<file path="config.mk">
export PLATFORM = sky130hd
export DESIGN_NAME = bhpq_ctrl
export DESIGN_NICKNAME = d
export VERILOG_FILES = /design/src/sv/binary_heap_priority_queue_macros.svh /design/src/sv/bhpq_pkg.sv /design/src/sv/bhpq_ctrl.sv
export SDC_FILE = /design/constraint.sdc
export NUM_CORES = 1
export LEC_CHECK = 0
export BUFFER_PORTS_ARGS = -buffer_cell sky130_fd_sc_hd__buf_2
export CORE_AREA = 2 2 39 41
export CTS_CLUSTER_DIAMETER = 150
export DETAILED_ROUTE_END_ITERATION = 12
export DIE_AREA = 0 0 41 43
export GPL_ROUTABILITY_DRIVEN = 1
export GPL_TIMING_DRIVEN = 0
export PLACE_DENSITY = 0.58
export SETUP_SLACK_MARGIN = 0.15
export SLEW_MARGIN = 15
export SYNTH_ARGS = -nofsm -noshare
export SYNTH_HDL_FRONTEND = slang
export SYNTH_SLANG_ARGS = --single-unit
</file>
<file path="constraint.sdc">
create_clock -name clk -period 1.6 [get_ports clk]
set_input_delay 0 -clock clk [delete_from_list [all_inputs] [get_ports clk]]
set_output_delay 0 -clock clk [all_outputs]
set_load 0.01 [all_outputs]
</file>
<file path="src/sv/binary_heap_priority_queue_macros.svh">
// Assertion macros for the heap queue RTL.
// Depends on nothing; users must have clk and rst in scope.
`ifndef BINARY_HEAP_PRIORITY_QUEUE_MACROS_SVH
`define BINARY_HEAP_PRIORITY_QUEUE_MACROS_SVH

// Same-cycle implication, disabled during reset.
`define BHPQ_ASSERT_NOW(label, ante, cons, msg) \
  label: assert property (@(posedge clk) disable iff (rst) (ante) |-> (cons)) else $error(msg);

// Next-cycle implication, disabled during reset.
`define BHPQ_ASSERT_NEXT(label, ante, cons, msg) \
  label: assert property (@(posedge clk) disable iff (rst) (ante) |=> (cons)) else $error(msg);

`endif

</file>
<file path="src/sv/bhpq_pkg.sv">
// Package for the binary heap priority queue: codes, FSM states and the
// command and status structs between controller and datapath. No dependencies.
package bhpq_pkg;

  localparam int KEY_PORT_W   = 32;
  localparam int STATUS_W     = 2;
  localparam int COUNT_PORT_W = 11;

  typedef enum logic {
    OP_PUSH = 1'b0,
    OP_POP  = 1'b1
  } opcode_t;

  typedef enum logic [STATUS_W-1:0] {
    RES_DONE  = 2'd0,
    RES_FULL  = 2'd1,
    RES_EMPTY = 2'd2
  } res_status_t;

  typedef enum logic [2:0] {
    ST_IDLE,
    ST_UP_CHK,
    ST_UP_CMP,
    ST_POP_LOAD,
    ST_DN_CHK,
    ST_DN_CMP
  } state_t;

  // Which addresses the two memory read ports look at.
  typedef enum logic [1:0] {
    RD_POP,
    RD_PARENT,
    RD_KIDS
  } rd_sel_t;

  // What the single memory write port stores at the hole position.
  typedef enum logic [1:0] {
    WR_NONE,
    WR_VAL,
    WR_UP,
    WR_DN
  } wr_sel_t;

  typedef struct packed {
    logic        ld_push;
    logic        ld_pop;
    logic        ld_root;
    rd_sel_t     rd_sel;
    wr_sel_t     wr_sel;
    logic        report;
    res_status_t res;
  } dp_cmd_t;

  typedef struct packed {
    logic full;
    logic empty;
    logic pos_zero;
    logic up_move;
    logic left_ok;
    logic dn_move;
  } dp_stat_t;

endpackage

</file>
<file path="src/sv/bhpq_ctrl.sv">
// Controller state machine for the heap queue: sequences push sift-up and
// pop sift-down steps. Depends on bhpq_pkg.
module bhpq_ctrl (
  input  logic               clk,
  input  logic               rst,
  input  logic               start,
  input  logic               opcode,
  input  bhpq_pkg::dp_stat_t stat,
  output bhpq_pkg::dp_cmd_t  cmd,
  output logic               busy
);
  import bhpq_pkg::*;

  state_t state;
  state_t state_next;

  // State register.
  always_ff @(posedge clk) begin
    if (rst) begin
      state <= ST_IDLE;
    end else begin
      state <= state_next;
    end
  end

  // Next state and datapath commands.
  always_comb begin
    state_next = state;
    cmd        = '{ld_push: 1'b0, ld_pop: 1'b0, ld_root: 1'b0, rd_sel: RD_POP,
                   wr_sel: WR_NONE, report: 1'b0, res: RES_DONE};
    busy       = 1'b1;
    unique case (state)
      ST_IDLE: begin
        busy = 1'b0;
        if (start) begin
          if (opcode_t'(opcode) == OP_PUSH) begin
            if (stat.full) begin
              cmd.report = 1'b1;
              cmd.res    = RES_FULL;
            end else begin
              cmd.ld_push = 1'b1;
              state_next  = ST_UP_CHK;
            end
          end else begin
            if (stat.empty) begin
              cmd.report = 1'b1;
              cmd.res    = RES_EMPTY;
            end else begin
              cmd.ld_pop = 1'b1;
              cmd.rd_sel = RD_POP;
              state_next = ST_POP_LOAD;
            end
          end
        end
      end
      ST_UP_CHK: begin
        if (stat.pos_zero) begin
          cmd.wr_sel = WR_VAL;
          cmd.report = 1'b1;
          state_next = ST_IDLE;
        end else begin
          cmd.rd_sel = RD_PARENT;
          state_next = ST_UP_CMP;
        end
      end
      ST_UP_CMP: begin
        if (stat.up_move) begin
          cmd.wr_sel = WR_UP;
          state_next = ST_UP_CHK;
        end else begin
          cmd.wr_sel = WR_VAL;
          cmd.report = 1'b1;
          state_next = ST_IDLE;
        end
      end
      ST_POP_LOAD: begin
        cmd.ld_root = 1'b1;
        state_next  = ST_DN_CHK;
      end
      ST_DN_CHK: begin
        if (!stat.left_ok) begin
          cmd.wr_sel = WR_VAL;
          cmd.report = 1'b1;
          state_next = ST_IDLE;
        end else begin
          cmd.rd_sel = RD_KIDS;
          state_next = ST_DN_CMP;
        end
      end
      ST_DN_CMP: begin
        if (stat.dn_move) begin
          cmd.wr_sel = WR_DN;
          state_next = ST_DN_CHK;
        end else begin
          cmd.wr_sel = WR_VAL;
          cmd.report = 1'b1;
          state_next = ST_IDLE;
        end
      end
      default: begin
        state_next = ST_IDLE;
      end
    endcase
  end

endmodule

</file>
==> impl_metrics.toml, run 1 <==
[logic_synthesis]
synth_top_area_share_pct = 16.5
async_reset_ff_share_pct = 0
synth_seq_area_share_pct = 16.5
synth_flop_cell = "dfxtp_1"
syn_inst = 39
ys_warn_count = 0
synthesis.area_um2 = 364
synth_top_family_by_area = "simple AND/OR/NAND/NOR gates"
synth.distinct_cells = 25
synth_nets = 49
yosys_register_bits = 3
synth_compound_area_share_pct = 19.6
synth-adder-area-share_pct = 0
synth_area_leaders = "dfxtp_1 (16%), buf_6 (9.3%), nor3b_2 (6.9%), and3b_1 (4.8%), a32oi_2 (4.5%)"
muxShareOfSynthArea_pct = 5.84
avgSynthCellArea_um2 = 9.34
synth_area_leader_cell = "dfxtp_1"
synth_xor_area_share_pct = 0
synth_edf_count = 0
synth-simple-area-share_pct = 46.7

[placement]
gp_congestion = 0.660
dp_hpwl_um = 663
placed_cells = 75
portBuffers = 20

[setup_path]
crit_required_ns = 1.60
ff2ff_path_depth = 6
r2r_end = "state[0]$_SDFFE_PP0P_"
criticalPathCategory = "reg -> out"
critPathMaxFanout = 5
cp-end-kind = "output port"
crit_arrival_ns = 1.39
critPathTopFamily = "compound AO/OA/AOI/OAI gates"
start_kind = "flip-flop"
slowest_delay_ns = 0.33
reg2reg_slack_ns = 0.35
r2r_start = "state[1]$_SDFFE_PP0P_"
path_buf_inv = 2
cp_slowest_cell = "dfxtp_2"
cp_cell_sequence = "buf_6 > and4bb_1 > a221oi_2 > o221ai_1 > buf_2"

[layout]
largest-register = "state"
stdcell_count = 83
syn2layout_area_growth_pct = 48.8
top_regs = "state: 3 flops"
largest_reg_flops = 3
drive_above_1_share_pct = 64.2
insertedDiodeCount = 0
final_net_count = 78
final_common_cell = "buf_2"

[die]
start_util_pct = 26.3
die_w_um = 41
rows = 14
dieArea_mm2 = 0.00176
io_pins = 21
die_y_um = 43
core_area_mm2 = 0.00138

[drt]
drt_iter0_drc = 1
wl_per_cell_um = 11.0
ant_nets = 0
drc_errors = 0
wl_um = 911
vias = 405
dr.pass1.iters = 4
vias_per_cell = 4.88

[clock_network]
path_clk_slew_ns = 0.04
cts.path.max_buffers = 2
cts_tree = "done"
cts.sinks = 3
clkLatencyLatePin_ns = 0.23
cts-buffers-inserted = 3
clock_tree.root_cell = "clkbuf_4"
htree_levels = 1

[sta]
hold_violations = 0
fmax_mhz = 718
holdWs_ns = 0.0920
drv_slew = 0
finalSetupViolations = 0
final.min_clock_period_ns = 1.39
worst_pin_slew_ns = 0.332
maxSlewHeadroom_pct = 77.8
fin_worst_skew_ns = 0.00341
fin_tns_setup_ns = 0
fin_crit_sh_pct = 87.1
rsz0062_at_grt = "yes"

[outcome]
status = "finished clean"

[hold_path]
whs_path_depth = 3
hp-start = "opcode"
hold_path_class = "in -> reg"
holdPathEnd = "state[1]$_SDFFE_PP0P_"

[power]
ir_drop_v = 0.000331
power.density_mw_per_mm2 = 839
p_leak_nw = 0.273

[global_route]
grt.total_usage_pct = 11.0
grt_pass1_vias = 321
grt.overflow.total = 0
grt_max_degree = 11
antenna_found_initial = 0
grt_pass1_wl_um = 1300

[flow_run]
drv_cap = 0
==> per-stage QoR <==
step                      worst slack [ns]  utilization (%)  cell area, um2  total power, mW
after floorplan                      0.484                -             364            0.237
after global placement               0.419             35.0             484            0.299
after detailed placement             0.423             35.0             484            0.300
after CTS                            0.183             36.9             510            0.444
after global routing                 0.111             39.2             542            0.488
final                                0.206             39.2             542            0.455
==> worst register-to-register path: stages (launching register included) <==
cell and delay, ns:
dfxtp_2 0.31, buf_6 0.13, nor3_4 0.22, buf_4 0.15
inv_2 0.03, a32oi_2 0.21, nor3b_1 0.07
==> synthesized netlist by cell type, types with 2 or more instances <==
library cell / number
nor2_1: 3
a21oi_1: 3
buf_6: 3
nor3b_2: 2
nand2_1: 3
nor2b_1: 2
and3b_1: 2
nor3b_1: 2
dfxtp_1: 3
==> repair_timing <==
item | CTS | global route
setup endpoints to repair | 0 | 3
gates resized for setup | 0 | 3
buffers inserted | 0 | 3
hold buffers | 0 | 0
==> layer usage <==
| layer | track usage, % | vias up | routed length, um |
|---|---|---|---|
| met2 | 14.1 | 14 | 404 |
| met4 | 8.00 | 0 | 0 |
| met1 | 14.8 | 185 | 452 |
| li1 | - | 206 | - |
| met3 | 3.14 | 0 | 54 |
| met5 | 0 | - | 0 |
==> cells by family (layout without fill, tap and decap cells) <==
| kind of cell | count (synthesis) | count (layout) |
|---|---|---|
| AOI/OAI and AO/OA | 8 | 8 |
| buffers and inverters | 5 | 33 |
| DFF | 3 | 3 |
| muxes | 2 | 2 |
| and+or+nand+nor | 21 | 21 |
==> worst max-delay path by stage <==
stage                                       end             startpoint  cells after the start
after global placement    state[2]$_SDFFE_PP0P_  state[0]$_SDFFE_PP0P_                      4
final                                    cmd[2]  state[2]$_SDFFE_PP0P_                      5
after detailed placement  state[2]$_SDFFE_PP0P_  state[0]$_SDFFE_PP0P_                      4
after floorplan           state[0]$_SDFFE_PP0P_  state[1]$_SDFFE_PP0P_                      5
after global routing                     cmd[2]  state[2]$_SDFFE_PP0P_                      5
after CTS                                cmd[2]  state[2]$_SDFFE_PP0P_                      5
==> report_power, final <==
group	total, mW	internal, mW	switching [mW]
Combinational	0.224	0.111	0.113
Sequential	0.0945	0.0866	0.00793
Clock	0.136	0.0937	0.0428
==> final cells by class <==
cell class,count,area [um2]
sequential,3,63.8
inverter,2,7.51
clock buffer,4,26.3
tap,16,20.0
buffer,3,33.8
timing repair buffer,24,128
fill,147,842
multi-input combinational,31,263
Note: power is estimated with default switching activity, not from simulation.
==> run 2: changes to the inputs <==
Settings changed: PLACE_DENSITY 0.58 to not set, PLACE_DENSITY_LB_ADDON set to 0.25.
==> run 2 against run 1 <==
Net effect: maximum frequency increased by 0.38%; non-clock buffer count is 1 higher; routed wire length shrank 3.7%; via count shrank 2.5%; worst hold slack better by 0.013 ns; largest power group unchanged.
==> impl_metrics.toml, run 2 (synthesized netlist as in run 1, its figures left out) <==
[outcome]
status = "finished clean"

[layout]
syn2layout_area_growth_pct = 50.5
largest_reg_flops = 3
top_regs = "state: 3 flops"
final_cell_mix = "buf_2 (21), buf_4 (4)"
final_common_cell = "buf_2"
fillers = 157
insertedDiodeCount = 0
final_core_utilization_pct = 39.6
final_net_count = 79
drive_above_1_share_pct = 63.2
largest-register = "state"
stdcell_count = 84

[sta]
fmax_mhz = 720
worst_pin_slew_ns = 0.340
hold_violations = 0
holdWs_ns = 0.105
finalSetupViolations = 0
final.min_clock_period_ns = 1.39
maxSlewHeadroom_pct = 77.3
fin_worst_skew_ns = 0.00165
rsz0062_at_grt = "yes"
fin_crit_sh_pct = 86.8
drv_slew = 0
fin_tns_setup_ns = 0

[setup_path]
cp-end-kind = "output port"
r2r_end = "state[0]$_SDFFE_PP0P_"
start_kind = "flip-flop"
r2r_start = "state[0]$_SDFFE_PP0P_"
crit_required_ns = 1.60
criticalPathCategory = "reg -> out"
reg2reg_slack_ns = 0.32
crit_arrival_ns = 1.39
critPathMaxFanout = 5
ff2ff_path_depth = 6

[global_route]
grt_pass1_vias = 289
grt.overflow.total = 0
grt_max_degree = 11
antenna_found_initial = 0
grt_pass1_wl_um = 1170
grt.total_usage_pct = 9.73

[placement]
gp_congestion = 0.657
placed_cells = 75
portBuffers = 20

[die]
start_util_pct = 26.3
die_w_um = 41
rows = 14
io_pins = 21
dieArea_mm2 = 0.00176
die_y_um = 43
core_area_mm2 = 0.00138

[clock_network]
htree_levels = 1
cts.path.max_buffers = 2
cts_hold_buf = 0
clkLatencyLatePin_ns = 0.23
cts-buffers-inserted = 3
cts.sinks = 3
path_clk_slew_ns = 0.04
cts_tree = "done"
clock_tree.root_cell = "clkbuf_4"

[drt]
ant_nets = 0
dr.pass1.iters = 4
drc_errors = 0
vias = 395
wl_per_cell_um = 10.4
vias_per_cell = 4.70
drt_iter0_drc = 3
wl_um = 877

[power]
ir_drop_v = 0.000491
p_leak_nw = 0.278
power.density_mw_per_mm2 = 829

[flow_run]
drv_cap = 0

[hold_path]
whs_path_depth = 3
hold_path_class = "in -> reg"
hp-start = "opcode"
holdPathEnd = "state[1]$_SDFFE_PP0P_"
==> run 2: repair_timing <==
item	4_1_cts	5_1_grt
gates resized for setup	0	2
hold endpoints to repair	0	0
buffers inserted	0	4
endpoints found under the setup margin	0	3
==> run 2: worst max-delay path: stages, from the launching register on <==
cell      delay [ns]
dfxtp_2         0.32
buf_6           0.11
and4bb_1        0.22
a221oi_2        0.20
o221ai_1        0.15
buf_2           0.16
==> run 2: layer usage <==
metal	global-route usage [%]	share of wire [%]	vias up
met2	11.9	41	11
met5	0	0	-
met1	13.8	51	175
li1	-	-	209
met3	5.24	7.8	0
met4	4.00	0	0
==> run 2: final cells by class <==
cell class / count / area [um2] / area share [%]
Buffer: 3 / 33.8 / 6.16
Timing Repair Buffer: 25 / 135 / 24.7
Inverter: 2 / 7.51 / 1.37
Multi-Input combinational cell: 31 / 263 / 47.9
Tap cell: 16 / 20.0 / 3.65
Clock buffer: 4 / 26.3 / 4.79
Sequential cell: 3 / 62.6 / 11.4
==> run 2: power breakdown <==
part / internal (mW) / switching, mW / total, mW
logic: 0.118 / 0.118 / 0.237
registers: 0.0858 / 0.00488 / 0.0907
clock network: 0.0931 / 0.0340 / 0.127
total: 0.297 / 0.157 / 0.454
==> run 2: through the flow <==
stage,setup WS (ns),area (um2),power [mW]
finish,0.212,548,0.454
global route,0.147,548,0.489
CTS,0.180,510,0.435
detailed placement,0.410,484,0.300
global placement,0.417,484,0.299
floorplan,0.484,364,0.237
==> run 2: how the worst max path moves through the flow <==
stage	depth (start not counted)	endpoint	start	slack, ns
finish	5	cmd[2]	state[2]$_SDFFE_PP0P_	0.21
global route	5	cmd[2]	state[2]$_SDFFE_PP0P_	0.15
CTS	5	cmd[2]	state[2]$_SDFFE_PP0P_	0.18
detailed placement	5	state[0]$_SDFFE_PP0P_	state[1]$_SDFFE_PP0P_	0.41
global placement	4	state[2]$_SDFFE_PP0P_	state[0]$_SDFFE_PP0P_	0.42
floorplan	5	state[0]$_SDFFE_PP0P_	state[1]$_SDFFE_PP0P_	0.48
==> run 3: changes to the inputs <==
Clock period 1.6 ns to 1.7 ns, I/O delays scaled along.
==> run 3 against run 2 <==
Net effect: count of clock-buffer cells in the layout stayed put; first-iteration DRC count is 33% lower; final cell count is 6.0% lower; utilization is 2.7 points lower; largest power group unchanged; setup slack better by 0.081 ns; highest routed layer unchanged.
==> impl_metrics.toml, run 3 (synthesized netlist as in run 1, its figures left out) <==
[outcome]
status = "finished clean"

[hold_path]
holdPathEnd = "state[1]$_SDFFE_PP0P_"
hp-start = "opcode"
whs_path_depth = 3
hold_path_class = "in -> reg"

[setup_path]
r2r_end = "state[2]$_SDFFE_PP0P_"
crit_arrival_ns = 1.41
cp-end-kind = "output port"
r2r_start = "state[0]$_SDFFE_PP0P_"
start_kind = "flip-flop"
ff2ff_path_depth = 4
criticalPathCategory = "reg -> out"
reg2reg_slack_ns = 0.51
critPathMaxFanout = 10
critPathLaunch = "state[2]$_SDFFE_PP0P_"
crit_required_ns = 1.70

[global_route]
grt_pass1_wl_um = 1170
grt.overflow.total = 0
grt_pass1_vias = 289
grt.total_usage_pct = 9.73
antenna_found_initial = 0
grt_max_degree = 11

[layout]
top_regs = "state: 3 flops"
final_net_count = 74
final_core_utilization_pct = 36.9
insertedDiodeCount = 0
syn2layout_area_growth_pct = 40.2
final_common_cell = "buf_2"
stdcell_count = 79
drive_above_1_share_pct = 57.1
largest_reg_flops = 3
largest-register = "state"
final_area_um2 = 510

[clock_network]
cts.path.max_buffers = 2
path_clk_slew_ns = 0.04
clock_tree.root_cell = "clkbuf_4"
cts_resized = 0
htree_levels = 1
cts_hold_buf = 0
cts-buffers-inserted = 3
clkLatencyLatePin_ns = 0.23
cts_setup_buffers = 0
cts.sinks = 3
cts_tree = "done"

[drt]
ant_nets = 0
vias = 368
vias_per_cell = 4.66
drt_iter0_drc = 2
wl_um = 796
drc_errors = 0
dr.pass1.iters = 2
wl_per_cell_um = 10.1

[power]
p_leak_nw = 0.251
power.density_mw_per_mm2 = 784
ir_drop_v = 0.000410

[sta]
fin_worst_skew_ns = 0.000406
finalSetupViolations = 0
fin_ws_ns = 0.292
fin_crit_sh_pct = 82.8
rsz0062_at_grt = "no"
drv_slew = 0
hold_violations = 0
maxSlewHeadroom_pct = 78.0
worst_pin_slew_ns = 0.329
fmax_mhz = 710
fin_tns_setup_ns = 0
final.min_clock_period_ns = 1.41

[placement]
place_area_um2 = 484
portBuffers = 20
dp_slack_ns = 0.510
gp_congestion = 0.657
placed_cells = 75

[die]
die_y_um = 43
die_w_um = 41
start_util_pct = 26.3
dieArea_mm2 = 0.00176
rows = 14
io_pins = 21
core_area_mm2 = 0.00138

[flow_run]
drv_cap = 0
==> run 3: cell count changes in the layout (fill, tap and decap cells not counted) <==
cell,before,now
buf_4,4,0
dfxtp_1,1,3
dfxtp_2,2,0
buf_2,21,20
==> run 3: critical path: stages (launching register included) <==
cell      delay, ns
dfxtp_1        0.31
buf_6          0.14
and4bb_1       0.22
a221oi_2       0.20
o221ai_1       0.15
buf_2          0.16
==> run 3: final cells by class <==
type                            count  area [um2]
Multi-Input combinational cell     31         263
Clock buffer                        4        26.3
Timing Repair Buffer               20         100
Tap cell                           16        20.0
Inverter                            2        7.51
Fill cell                         158         873
Sequential cell                     3        60.1
Buffer                              3        33.8
==> run 3: metrics by stage <==
stage	hold WS [ns]	total power [mW]
3_5_place_dp	0.261	0.283
4_1_cts	0.114	0.409
6_report	0.107	0.400
5_1_grt	0.151	0.431
2_1_floorplan	0.0330	0.223
3_3_place_gp	0.261	0.282
==> run 3: how the worst max path moves through the flow <==
stage	endpoint	slack, ns	cells after the start
after global placement	state[2]$_SDFFE_PP0P_	0.52	4
final	cmd[2]	0.29	5
after CTS	cmd[2]	0.28	5
after global routing	cmd[2]	0.21	5
after floorplan	state[0]$_SDFFE_PP0P_	0.58	5
after detailed placement	state[0]$_SDFFE_PP0P_	0.51	5
==> run 3: per-layer routing <==
| layer | track usage, % | wire, um | vias to the layer above |
|---|---|---|---|
| met5 | 0 | 0 | - |
| met4 | 4.00 | 0 | 0 |
| met3 | 5.24 | 64 | 0 |
| met2 | 11.9 | 315 | 11 |
| met1 | 13.8 | 416 | 161 |
| li1 | - | - | 196 |
==> run 3: power by group <==
part           switching [mW]  leakage, nW  internal [mW]
Clock                  0.0328       0.0150         0.0877
Sequential            0.00722       0.0245         0.0797
Combinational           0.101        0.211         0.0914
Total                   0.141        0.251          0.259
